**src/rtl/bss_pkg.sv**
```systemverilog
// Shared types and constants for the backend server selector.
// Request/response item structs, command and mode codes, controller interface structs.
// No dependencies.
`timescale 1ns / 1ps

package bss_pkg;

  localparam int ENTRY_CAP       = 16;  // entries reachable by the 4-bit write index
  localparam int MAX_SERVERS_DEF = 16;
  localparam int LC_SHIFT        = 8;   // least-connections scale of 256
  localparam int DIV_W           = 32;
  localparam int DIVR_W          = 12;
  localparam int SCORE_W         = 24;

  localparam logic [1:0] CMD_WRITE    = 2'd0;
  localparam logic [1:0] CMD_URI      = 2'd1;
  localparam logic [1:0] CMD_DISPATCH = 2'd2;
  localparam logic [1:0] CMD_NOP      = 2'd3;  // ignored, no result

  localparam logic [2:0] MODE_RR   = 3'd0;
  localparam logic [2:0] MODE_SRR  = 3'd1;
  localparam logic [2:0] MODE_LC   = 3'd2;
  localparam logic [2:0] MODE_SRC  = 3'd3;
  localparam logic [2:0] MODE_URI  = 3'd4;
  localparam logic [2:0] MODE_RAND = 3'd5;
  localparam logic [2:0] MODE_RSV6 = 3'd6;  // behaves as round-robin
  localparam logic [2:0] MODE_RSV7 = 3'd7;  // behaves as round-robin

  localparam logic REG_LB_MODE = 1'b0;  // register index taken from paddr[2]

  typedef enum logic [1:0] {
    PICK_RR,
    PICK_KEY,
    PICK_HASH,
    PICK_LC
  } pick_t;

  typedef struct packed {
    logic [1:0]  cmd;
    logic [3:0]  server_index;
    logic        usable;
    logic [11:0] weight;
    logic [15:0] conn_count;
    logic [7:0]  uri_byte;
    logic [31:0] key;
    logic        key_valid;
  } req_t;

  typedef struct packed {
    logic       found;
    logic [3:0] chosen_server;
  } rsp_t;

  typedef struct packed {
    logic  wr_entry;
    logic  uri_add;
    logic  disp_start;
    pick_t pick;
    logic  cnt_load;
    logic  mod_start;
    logic  tgt_load;
    logic  walk_step;
    logic  take;
    logic  lc_start;
    logic  lc_cmp_conn;
    logic  lc_cmp_quot;
    logic  finish;
  } ctl_t;

  typedef struct packed {
    logic uri_seen;
    logic n_zero;
    logic div_done;
    logic cur_usable;
    logic cur_wzero;
    logic hit;
    logic last;
    logic out_full;
  } sts_t;

endpackage

```
**src/rtl/backend_server_selector_unit.sv**
```systemverilog
// Backend server selector, top level: APB mode register, controller and datapath.
// Uses bss_pkg, bss_ctrl, bss_datapath.
`timescale 1ns / 1ps

// Write-entry and URI-byte items are taken without a stall. A dispatch item walks the
// server table under a sequencer and holds req_stall until its result is loaded:
// round-robin, source, URI and random run the modulo divide and then walk the
// entries up to the pick; least-connections runs the shared divider once per usable
// weighted entry. With no usable server no divide runs and a not-found result
// is loaded. The result register lets the next item in while a result waits on
// rsp_stall. lb_mode sits at byte address 0.

module backend_server_selector_unit
  import bss_pkg::*;
#(
  parameter int MAX_SERVERS = MAX_SERVERS_DEF
)(
  input  logic        clk,
  input  logic        rst,
  input  logic        psel,
  input  logic        penable,
  input  logic        pwrite,
  input  logic [2:0]  paddr,
  input  logic [31:0] pwdata,
  output logic [31:0] prdata,
  output logic        pready,
  input  logic        req_valid,
  output logic        req_stall,
  input  req_t        req,
  output logic        rsp_valid,
  input  logic        rsp_stall,
  output rsp_t        rsp
);

  logic [2:0] lb_mode;
  ctl_t       ctl;
  sts_t       sts;

  assign pready = 1'b1;
  assign prdata = (paddr[2] == REG_LB_MODE) ? {29'd0, lb_mode} : 32'd0;

  always_ff @(posedge clk) begin
    if (rst) begin
      lb_mode <= MODE_RR;
    end else if (psel && penable && pwrite && pready && paddr[2] == REG_LB_MODE) begin
      lb_mode <= pwdata[2:0];
    end
  end

  bss_ctrl u_ctrl (
    .clk           (clk),
    .rst           (rst),
    .lb_mode       (lb_mode),
    .req_valid     (req_valid),
    .req_stall     (req_stall),
    .req_cmd       (req.cmd),
    .req_key_valid (req.key_valid),
    .sts           (sts),
    .ctl           (ctl)
  );

  bss_datapath #(
    .MAX_SERVERS (MAX_SERVERS)
  ) u_dp (
    .clk       (clk),
    .rst       (rst),
    .req       (req),
    .ctl       (ctl),
    .sts       (sts),
    .rsp_valid (rsp_valid),
    .rsp_stall (rsp_stall),
    .rsp       (rsp)
  );

endmodule

```
**src/rtl/bss_div.sv**
```systemverilog
// Radix-2 restoring divider, one quotient bit per cycle.
// Used for the selection modulo and the least-connections score. Uses bss_pkg.
`timescale 1ns / 1ps

module bss_div
  import bss_pkg::*;
(
  input  logic              clk,
  input  logic              rst,
  input  logic              start,
  input  logic [DIV_W-1:0]  dividend,
  input  logic [DIVR_W-1:0] divisor,
  output logic              done,
  output logic [DIV_W-1:0]  quot,
  output logic [DIVR_W-1:0] rem
);

  localparam int CW = $clog2(DIV_W);

  logic                      busy;
  logic [CW-1:0]             cnt;
  logic [DIVR_W-1:0]         d;
  logic [DIVR_W:0]           r2;

  assign r2 = {rem, quot[DIV_W-1]};

  always_ff @(posedge clk) begin
    if (rst) begin
      busy <= 1'b0;
      done <= 1'b0;
      cnt  <= '0;
    end else begin
      done <= 1'b0;
      if (start) begin
        busy <= 1'b1;
        cnt  <= '0;
      end else if (busy) begin
        cnt <= cnt + 1'b1;
        if (cnt == CW'(DIV_W - 1)) begin
          busy <= 1'b0;
          done <= 1'b1;
        end
      end
    end
  end

  always_ff @(posedge clk) begin
    if (start) begin
      quot <= dividend;
      rem  <= '0;
      d    <= divisor;
    end else if (busy) begin
      if (r2 >= {1'b0, d}) begin
        rem  <= DIVR_W'(r2 - {1'b0, d});
        quot <= {quot[DIV_W-2:0], 1'b1};
      end else begin
        rem  <= r2[DIVR_W-1:0];
        quot <= {quot[DIV_W-2:0], 1'b0};
      end
    end
  end

endmodule

```
**src/rtl/bss_datapath.sv**
```systemverilog
// Server table, hash, round-robin counter, selection walk and result register.
// Driven by bss_ctrl through ctl_t/sts_t; instantiates bss_div. Uses bss_pkg.
`timescale 1ns / 1ps

module bss_datapath
  import bss_pkg::*;
#(
  parameter int MAX_SERVERS = MAX_SERVERS_DEF
)(
  input  logic clk,
  input  logic rst,
  input  req_t req,
  input  ctl_t ctl,
  output sts_t sts,
  output logic rsp_valid,
  input  logic rsp_stall,
  output rsp_t rsp
);

  localparam int NUM_ENT = (MAX_SERVERS < ENTRY_CAP) ? MAX_SERVERS : ENTRY_CAP;
  localparam int IW      = $clog2(NUM_ENT);

  logic [NUM_ENT-1:0] usable_bits;
  logic [11:0]        weights [NUM_ENT];
  logic [15:0]        conns   [NUM_ENT];
  logic [31:0]        rr_counter;
  logic [31:0]        uri_hash;
  logic               uri_seen;

  logic [31:0]        sel;
  logic [IW:0]        n;
  logic [IW-1:0]      walk_idx;
  logic [IW-1:0]      k;
  logic [IW-1:0]      target;
  logic               found;
  logic [IW-1:0]      chosen;
  logic [SCORE_W-1:0] best;

  logic               div_start;
  logic [DIV_W-1:0]   div_dividend;
  logic [DIVR_W-1:0]  div_divisor;
  logic               div_done;
  logic [DIV_W-1:0]   div_quot;
  logic [DIVR_W-1:0]  div_rem;
  logic [SCORE_W-1:0] score;
  logic               wr_ok;

  assign wr_ok = {1'b0, req.server_index} < 5'(NUM_ENT);

  assign div_start    = ctl.mod_start | ctl.lc_start;
  assign div_dividend = ctl.lc_start ? {8'd0, conns[walk_idx], 8'd0} : sel;
  assign div_divisor  = ctl.lc_start ? weights[walk_idx] : DIVR_W'(n);

  bss_div u_div (
    .clk      (clk),
    .rst      (rst),
    .start    (div_start),
    .dividend (div_dividend),
    .divisor  (div_divisor),
    .done     (div_done),
    .quot     (div_quot),
    .rem      (div_rem)
  );

  assign score = ctl.lc_cmp_quot ? div_quot[SCORE_W-1:0] : SCORE_W'(conns[walk_idx]);

  assign sts.uri_seen   = uri_seen;
  assign sts.n_zero     = (n == '0);
  assign sts.div_done   = div_done;
  assign sts.cur_usable = usable_bits[walk_idx];
  assign sts.cur_wzero  = (weights[walk_idx] == '0);
  assign sts.hit        = usable_bits[walk_idx] && (k == target);
  assign sts.last       = (walk_idx == IW'(NUM_ENT - 1));
  assign sts.out_full   = rsp_valid && rsp_stall;

  // Table, hash and round-robin state
  always_ff @(posedge clk) begin
    if (rst) begin
      usable_bits <= '0;
      for (int j = 0; j < NUM_ENT; j++) begin
        weights[j] <= '0;
        conns[j]   <= '0;
      end
      rr_counter <= '0;
      uri_hash   <= '0;
      uri_seen   <= 1'b0;
    end else begin
      if (ctl.wr_entry && wr_ok) begin
        usable_bits[req.server_index[IW-1:0]] <= req.usable;
        weights[req.server_index[IW-1:0]]     <= req.weight;
        conns[req.server_index[IW-1:0]]       <= req.conn_count;
      end
      if (ctl.uri_add) begin
        uri_hash <= (uri_hash << 5) + uri_hash + {24'd0, req.uri_byte};
        uri_seen <= 1'b1;
      end
      if (ctl.disp_start && ctl.pick == PICK_RR) begin
        rr_counter <= rr_counter + 1'b1;
      end
      if (ctl.finish) begin
        if (found && conns[chosen] != 16'hFFFF) begin
          conns[chosen] <= conns[chosen] + 1'b1;
        end
        uri_hash <= '0;
        uri_seen <= 1'b0;
      end
    end
  end

  // Selection working registers
  always_ff @(posedge clk) begin
    if (ctl.disp_start) begin
      case (ctl.pick)
        PICK_RR:   sel <= rr_counter;
        PICK_KEY:  sel <= req.key;
        PICK_HASH: sel <= uri_hash;
        default:   sel <= '0;
      endcase
    end
    if (ctl.cnt_load) begin
      n        <= (IW + 1)'($countones(usable_bits));
      walk_idx <= '0;
      k        <= '0;
      found    <= 1'b0;
      chosen   <= '0;
    end
    if (ctl.tgt_load) begin
      target <= div_rem[IW-1:0];
    end
    if (ctl.take) begin
      found  <= 1'b1;
      chosen <= walk_idx;
    end
    // first strict minimum wins
    if (ctl.lc_cmp_conn || ctl.lc_cmp_quot) begin
      if (!found || score < best) begin
        found  <= 1'b1;
        best   <= score;
        chosen <= walk_idx;
      end
    end
    if (ctl.walk_step) begin
      walk_idx <= walk_idx + 1'b1;
      if (usable_bits[walk_idx]) begin
        k <= k + 1'b1;
      end
    end
  end

  // Result register
  always_ff @(posedge clk) begin
    if (rst) begin
      rsp_valid <= 1'b0;
    end else if (ctl.finish) begin
      rsp_valid <= 1'b1;
    end else if (!rsp_stall) begin
      rsp_valid <= 1'b0;
    end
  end

  always_ff @(posedge clk) begin
    if (ctl.finish) begin
      rsp.found         <= found;
      rsp.chosen_server <= 4'(chosen);
    end
  end

`ifndef ASSERT_OFF
  a_take_usable: assert property (@(posedge clk) disable iff (rst)
    ctl.take |-> usable_bits[walk_idx])
    else $error("picked entry is not usable");

  a_target_range: assert property (@(posedge clk) disable iff (rst)
    ctl.tgt_load |-> (div_rem < DIVR_W'(n)))
    else $error("selection remainder out of range");

  a_finish_clears: assert property (@(posedge clk) disable iff (rst)
    ctl.finish |=> rsp_valid && !uri_seen && uri_hash == '0)
    else $error("dispatch end did not post result or clear hash");
`endif

endmodule

```
**src/rtl/bss_ctrl.sv**
```systemverilog
// Dispatch sequencer for the backend server selector.
// Drives bss_datapath via ctl_t and reads sts_t. Uses bss_pkg.
`timescale 1ns / 1ps

module bss_ctrl
  import bss_pkg::*;
(
  input  logic       clk,
  input  logic       rst,
  input  logic [2:0] lb_mode,
  input  logic       req_valid,
  output logic       req_stall,
  input  logic [1:0] req_cmd,
  input  logic       req_key_valid,
  input  sts_t       sts,
  output ctl_t       ctl
);

  typedef enum logic [2:0] {
    S_IDLE,
    S_COUNT,
    S_MODDIV,
    S_MODWAIT,
    S_NTH,
    S_LCENT,
    S_LCWAIT,
    S_FINISH
  } state_t;

  state_t state, state_next;
  pick_t  pick_q, pick_sel;
  logic   acc;

  assign req_stall = (state != S_IDLE);
  assign acc       = req_valid && !req_stall;

  always_comb begin
    case (lb_mode)
      MODE_LC:   pick_sel = PICK_LC;
      MODE_SRC:  pick_sel = req_key_valid ? PICK_KEY : PICK_RR;
      MODE_URI:  pick_sel = sts.uri_seen ? PICK_HASH : PICK_RR;
      MODE_RAND: pick_sel = PICK_KEY;
      default:   pick_sel = PICK_RR;
    endcase
  end

  always_comb begin
    ctl        = '0;
    ctl.pick   = pick_sel;
    state_next = state;
    case (state)
      S_IDLE: begin
        if (acc) begin
          ctl.wr_entry   = (req_cmd == CMD_WRITE);
          ctl.uri_add    = (req_cmd == CMD_URI);
          ctl.disp_start = (req_cmd == CMD_DISPATCH);
          if (req_cmd == CMD_DISPATCH) state_next = S_COUNT;
        end
      end
      S_COUNT: begin
        ctl.cnt_load = 1'b1;
        state_next   = (pick_q == PICK_LC) ? S_LCENT : S_MODDIV;
      end
      S_MODDIV: begin
        if (sts.n_zero) begin
          state_next = S_FINISH;
        end else begin
          ctl.mod_start = 1'b1;
          state_next    = S_MODWAIT;
        end
      end
      S_MODWAIT: begin
        if (sts.div_done) begin
          ctl.tgt_load = 1'b1;
          state_next   = S_NTH;
        end
      end
      S_NTH: begin
        if (sts.hit) begin
          ctl.take   = 1'b1;
          state_next = S_FINISH;
        end else begin
          ctl.walk_step = 1'b1;
        end
      end
      S_LCENT: begin
        if (sts.n_zero) begin
          state_next = S_FINISH;
        end else if (sts.cur_usable && !sts.cur_wzero) begin
          ctl.lc_start = 1'b1;
          state_next   = S_LCWAIT;
        end else begin
          ctl.lc_cmp_conn = sts.cur_usable;
          if (sts.last) state_next = S_FINISH;
          else ctl.walk_step = 1'b1;
        end
      end
      S_LCWAIT: begin
        if (sts.div_done) begin
          ctl.lc_cmp_quot = 1'b1;
          if (sts.last) begin
            state_next = S_FINISH;
          end else begin
            ctl.walk_step = 1'b1;
            state_next    = S_LCENT;
          end
        end
      end
      S_FINISH: begin
        if (!sts.out_full) begin
          ctl.finish = 1'b1;
          state_next = S_IDLE;
        end
      end
      default: state_next = S_IDLE;
    endcase
  end

  always_ff @(posedge clk) begin
    if (rst) begin
      state  <= S_IDLE;
      pick_q <= PICK_RR;
    end else begin
      state <= state_next;
      if (ctl.disp_start) pick_q <= pick_sel;
    end
  end

`ifndef ASSERT_OFF
  a_disp_seq: assert property (@(posedge clk) disable iff (rst)
    ctl.disp_start |=> state == S_COUNT)
    else $error("dispatch item did not start selection");

  a_finish_idle: assert property (@(posedge clk) disable iff (rst)
    ctl.finish |=> state == S_IDLE && !req_stall)
    else $error("controller did not return to idle after result");

  a_div_one: assert property (@(posedge clk) disable iff (rst)
    (ctl.mod_start || ctl.lc_start) |=> (state == S_MODWAIT || state == S_LCWAIT))
    else $error("divider started outside a wait sequence");
`endif

endmodule
```
**config.mk**
```make
export PLATFORM = sky130hd
export DESIGN_NAME = backend_server_selector_unit
export DESIGN_NICKNAME = d
export VERILOG_FILES = /design/src/rtl/bss_pkg.sv /design/src/rtl/backend_server_selector_unit.sv /design/src/rtl/bss_div.sv /design/src/rtl/bss_datapath.sv /design/src/rtl/bss_ctrl.sv
export SDC_FILE = /design/constraint.sdc
export NUM_CORES = 1
export LEC_CHECK = 0
export BUFFER_PORTS_ARGS = -buffer_cell sky130_fd_sc_hd__clkbuf_2
export CAP_MARGIN = 10
export CORE_MARGIN = 1
export CORE_UTILIZATION = 65
export DETAILED_ROUTE_END_ITERATION = 10
export PLACE_DENSITY = 0.79
export SLEW_MARGIN = 20
export SYNTH_ARGS = -nofsm -noshare
export SYNTH_HDL_FRONTEND = slang
export SYNTH_HIERARCHICAL = 1
export SYNTH_SLANG_ARGS = --single-unit
```
**constraint.sdc**
```tcl
create_clock -name clk -period 16.3 [get_ports clk]
set_input_delay 0.815 -clock clk [delete_from_list [all_inputs] [get_ports clk]]
set_output_delay 0.815 -clock clk [all_outputs]
set_load 0.005 [all_outputs]
```
# == After elaboration in Yosys (flattened, before gate mapping) ==
# Memory sizes are Yosys's and may differ from the RTL's. A register that Yosys moved wholly into a read port is not among the register bits.
# Cells that the tools add are included.
# totals
inputBits,118
n_memories,2
word_cells,208
ramBits,448
out_inout_bits,40
reg_bits,236
# op_classes
add_sub_neg,23
n_mux,91
bitwise,3
n_eq_ne,28
reduce_logical,31
order_cmp,5
# mem_list
memory,depth,word_bits,rd,rd_ports_with_merged_regs,wr,line,source
u_dp.conns,16,16,2,2,16,bss_datapath.sv:25,logic [15:0] conns [NUM_ENT];
u_dp.weights,16,12,1,1,16,bss_datapath.sv:24,logic [11:0] weights [NUM_ENT];
# op_table
op,n
2-to-1 mux 32 bit,3
case mux 32 bit (3 select lines),1
2-to-1 mux 4 bit,14
2-to-1 mux 1 bit,43
2-to-1 mux 3 bit,14
adder 5 bit,7
adder 32 x 1 -> 32 bit (second input constant),1
adder 32 bit,1
adder 32 x 8 -> 32 bit,1
2-to-1 mux 16 bit,2
OR reduction 16 bit,2
< comparator 24 bit,1
2-to-1 mux 12 bit,2
2-to-1 mux 24 bit,1
case mux 3 bit (8 select lines),1
== test 3 bit (second input constant),6
adder 1 x 1 -> 2 bit,8
adder 16 x 1 -> 16 bit (second input constant),1
bitwise mux 16 bit,1
inequality test 16 bit (second input constant),1
>= comparator 13 x 12 -> 1 bit,1
== test 3 x 2 -> 1 bit (second input constant),4
zero test 12 bit,1
OR reduction 12 bit,1
other kinds (34),63

# == Depth between registers and ports, before layout ==
# logic_depth
ltp_word,11
ltp_mapped,17
ltp_nobuf,13

# == Hierarchy ==
# The synthesis kept the hierarchy.
# modules_own_cells
mod,n_inst,area_each_um2,seq_area_each_um2,cells_each
bss_datapath,1,33963.8,17576.9,2756
bss_div,1,3109.2,1701.6,247
bss_ctrl,1,506.7,100.1,68
backend_server_selector_unit,1,407.9,60.1,49

# == Worst setup path before layout ==
# No wires, ideal clock.
# synth_timing
path_type,reg2reg
startpoint,reg with a tool-made name
endpoint,"reg u_dp.best[0], enable pin"
path_stages_with_launch,16
synth_period_minus_slack_ns,5.830
setup_slack_ns,10.470
setup_ns,0.415
arrival_ns,5.416
path_buffers,4
required_ns,15.885
cell_sequence,dfxtp_1 clkbuf_1 clkbuf_1 buf_1 buf_1 mux4_2 mux4_2 mux2_2 ha_1 a21o_1 a21o_1 a21oi_1 o21ai_0 nand3_1 a31oi_1 a211oi_2
# synth_lines
element,line,source
"end signal, assigned",bss_datapath.sv:138,best <= score;
"end, declared",bss_datapath.sv:37,logic [SCORE_W-1:0] best;

==> results.toml <==
[floorplanning]
pin_count = 158
die_y_um = 244
dieArea_um2 = 59400
initial_utilization_pct = 65.8
num_rows = 88
coreArea_um2 = 57700
die_w_um = 244

[clock_tree]
cts_htree_levels = 3
clock-sinks = 688
clock_latency_ns = 0.63
clk_pin_slew_ns = 0.06
cts_tree = "yes"
cts-resized-gates = 0
post-cts-setup-buffers = 0
clockBufferDepth = 3
cts_buffers = 73
holdBufCountCts = 0
cts_root_buf = "clkbuf_16"

[synthesis]
synth_area_per_cell_um2 = 12.2
synth_area_leader_cell = "edfxtp_1"
synthCells = 3120
netlist_area_um2 = 38000
async_flop_share_pct = 0
ys.flop_type = "edfxtp_1"
synth.distinct_cells = 85
ys_seq_elements = 688
yosysTopAreaCellShare_pct = 44.7
seq_area_frac_synth_pct = 51.2
synth_edf_count = 566
synth-warning-count = 6
synthTopCellsByArea = "edfxtp_1, mux4_2, dfxtp_1, o21ai_0, nand3_1"

[drt]
first_pass_iters = 7
drc = 0
ant_nets = 0
drt-wirelength-per-cell_um = 27.4
vias = 27347
finalWirelength_um = 107000
viasPerCell = 7.02
drt_iter0_markers = 4032

[hold_path]
min_path_type = "in -> reg"

[worst_setup_path]
critical_path_class = "reg -> reg"
critPathCaptureType = "flip-flop"
critPathSlowestCell = "dfxtp_2"
crit_path_start_kind = "flip-flop"
path_buf_inv = 2
crit_arrival_ns = 6.14
worstPathCellList = "buf_4, mux4_2, a22oi_1, nand2_1, ha_1, nand2_1, nor3_1, nand3_2, nand4_1, buf_4, nand2_2"
cp.required_ns = 16.48
crit_fanout = 40
crit_family = "simple AND/OR/NAND/NOR gates"
critPathMaxStageDelay_ns = 0.87

[timing]
setup_viol = 0
fin_crit_sh_pct = 36.5
hold_violations = 0
fmax_mhz = 168
finalClockSkew_ns = 0.0239
rsz0062_at_grt = "no"
fin_crit_ns = 5.96
tightest_slew_ns = 1.28
final_max_slew_viol_count = 0
tns_ns = 0
whs_ns = 0.441
max-slew-margin-rel_pct = 14.6

[cells_and_area]
final-seq-area_um2 = 19500
final_util_pct = 71.3
drive_gt1_share_pct = 19.2
syn_to_final_growth_pct = 8.34
stdcell_count = 3894
multiInputGateArea_um2 = 17200
fin_nets = 3308
fill_cells = 3773

[global_route]
first_global_vias = 27114
grt_max_degree = 57
grt_antenna_before_repair = 7
grt_overflow = 0
grt_usage_pct = 35.9
grt_pass1_wl_um = 159000

[status]
outcome = "finished, final reports clean"

[place]
gp_congestion = 0.955
dp.cells = 3758
place_hpwl_um = 64200
port_buffers = 96

[flow_run]
max_cap_violations = 0

[power_and_ir_drop]
cellLeakagePower_nw = 14.9
peakVddDrop_v = 0.0000942
power_per_cell_area_nw_per_um2 = 122
[state kept, by name (all words and copies together), names as in the netlist, 4 cells and up, named ones only]
signal and count:
u_dp/n 5, u_dp/walk_idx 4, u_dp/uri_hash 32, u_dp/u_div/d 12, u_dp/k 4, u_dp/u_div/quot 32
u_dp/target 4, u_dp/sel 32, u_dp/conns 256, u_dp/chosen 4, u_dp/best 24, u_dp/u_div/rem 12
u_dp/u_div/cnt 5, u_dp/weights 192, u_dp/rsp 5, u_dp/rr_counter 32, u_dp/usable_bits 16
[cell usage after synthesis (all sizes together), types with 84 or more instances]
cell / number
ha: 104
o21ai: 326
dfxtp: 122
mux4: 217
clkbuf: 181
nor2: 131
mux2i: 84
nand2: 143
edfxtp: 566
nand3: 276
and2: 215
inv: 99
buf: 113
[metrics by stage]
stage	worst slack, ns	instance area [um2]	total power [mW]
6_report	10.34	41200	5.02
5_1_grt	10.04	41200	5.18
4_1_cts	10.30	41000	5.01
3_5_place_dp	10.33	38700	3.40
3_3_place_gp	10.40	38700	3.36
2_1_floorplan	10.47	38100	3.05
[worst paths after layout]
kind                             startpoint                             end  slack [ns]  cells past startpoint
min reg2reg  u_dp/u_div/rem[4]$_SDFFE_PP0P_  u_dp/u_div/rem[4]$_SDFFE_PP0P_        0.48                      2
max reg2reg          u_dp/chosen[1]$_DFF_P_    u_dp/conns[10][10]$_DFFE_PP_       10.34                     11
min                               pwdata[0]         lb_mode[0]$_SDFFE_PP0P_        0.44                      3
max                  u_dp/chosen[1]$_DFF_P_    u_dp/conns[10][10]$_DFFE_PP_       10.34                     11
[layout by cell type, fill, tap and decap left out, types with 30 or more instances in the layout]
| master | synthesis | final |
|---|---|---|
| a21oi_1 | 74 | 73 |
| and2_1 | 215 | 215 |
| buf_4 | 38 | 42 |
| clkbuf_16 | 0 | 74 |
| clkbuf_2 | 0 | 96 |
| conb_1 | 2 | 30 |
| dfxtp_1 | 122 | 117 |
| edfxtp_1 | 566 | 566 |
| ha_1 | 104 | 104 |
| inv_1 | 99 | 99 |
| mux2_2 | 68 | 68 |
| mux2i_1 | 84 | 84 |
| mux4_2 | 215 | 215 |
| nand2_1 | 143 | 133 |
| nand3_1 | 275 | 275 |
| nand4_1 | 31 | 31 |
| nor2_1 | 130 | 114 |
| o21ai_0 | 320 | 320 |
| xnor2_1 | 39 | 34 |
| xor2_1 | 44 | 42 |
[area by class of cell]
class,instances,share of cell area (%)
Inverter,99,0.903
Antenna cell,5,0.0304
Clock buffer,96,4.85
Tap cell,765,2.33
Multi-Input combinational cell,2067,41.8
Clock inverter,32,0.745
Sequential cell,688,47.3
Timing Repair Buffer,142,2.13
[power by group]
group,internal [mW],switching (mW)
Clock,0.928,0.693
Combinational,0.563,0.646
Sequential,2.05,0.136
[worst register-to-register path, delay by kind of cell, from the launching register on]
| kind | cells | cell delay [ns] |
|---|---|---|
| flops | 1 | 0.87 |
| simple gates | 6 | 2.67 |
| fa+ha+maj | 1 | 0.36 |
| buf+inv | 2 | 1.17 |
| compound gates | 1 | 0.08 |
| mux | 1 | 0.36 |
[cells by family (layout without fill, tap and decap cells)]
group           after synthesis  in the layout  synth area share (%)
compound gates              528            528                  8.09
xor+xnor                     83             83                  1.91
fa+ha+maj                   119            119                  4.22
buf+inv                     393            369                  4.52
flops                       688            688                  51.2
mux                         369            369                  17.1
other cells                   2             35                0.0198
simple gates                938            938                  13.0
[routing by layer]
layer  up-vias  GRT usage, %  share of wire [%]
met5         -             0              0.010
met4         2          19.8                5.6
met3       501          8.86                 13
met2      2024          58.8                 48
met1     13272          43.8                 33
li1      11548             -                  -
No activity file was read; power rests on OpenSTA's default activity.
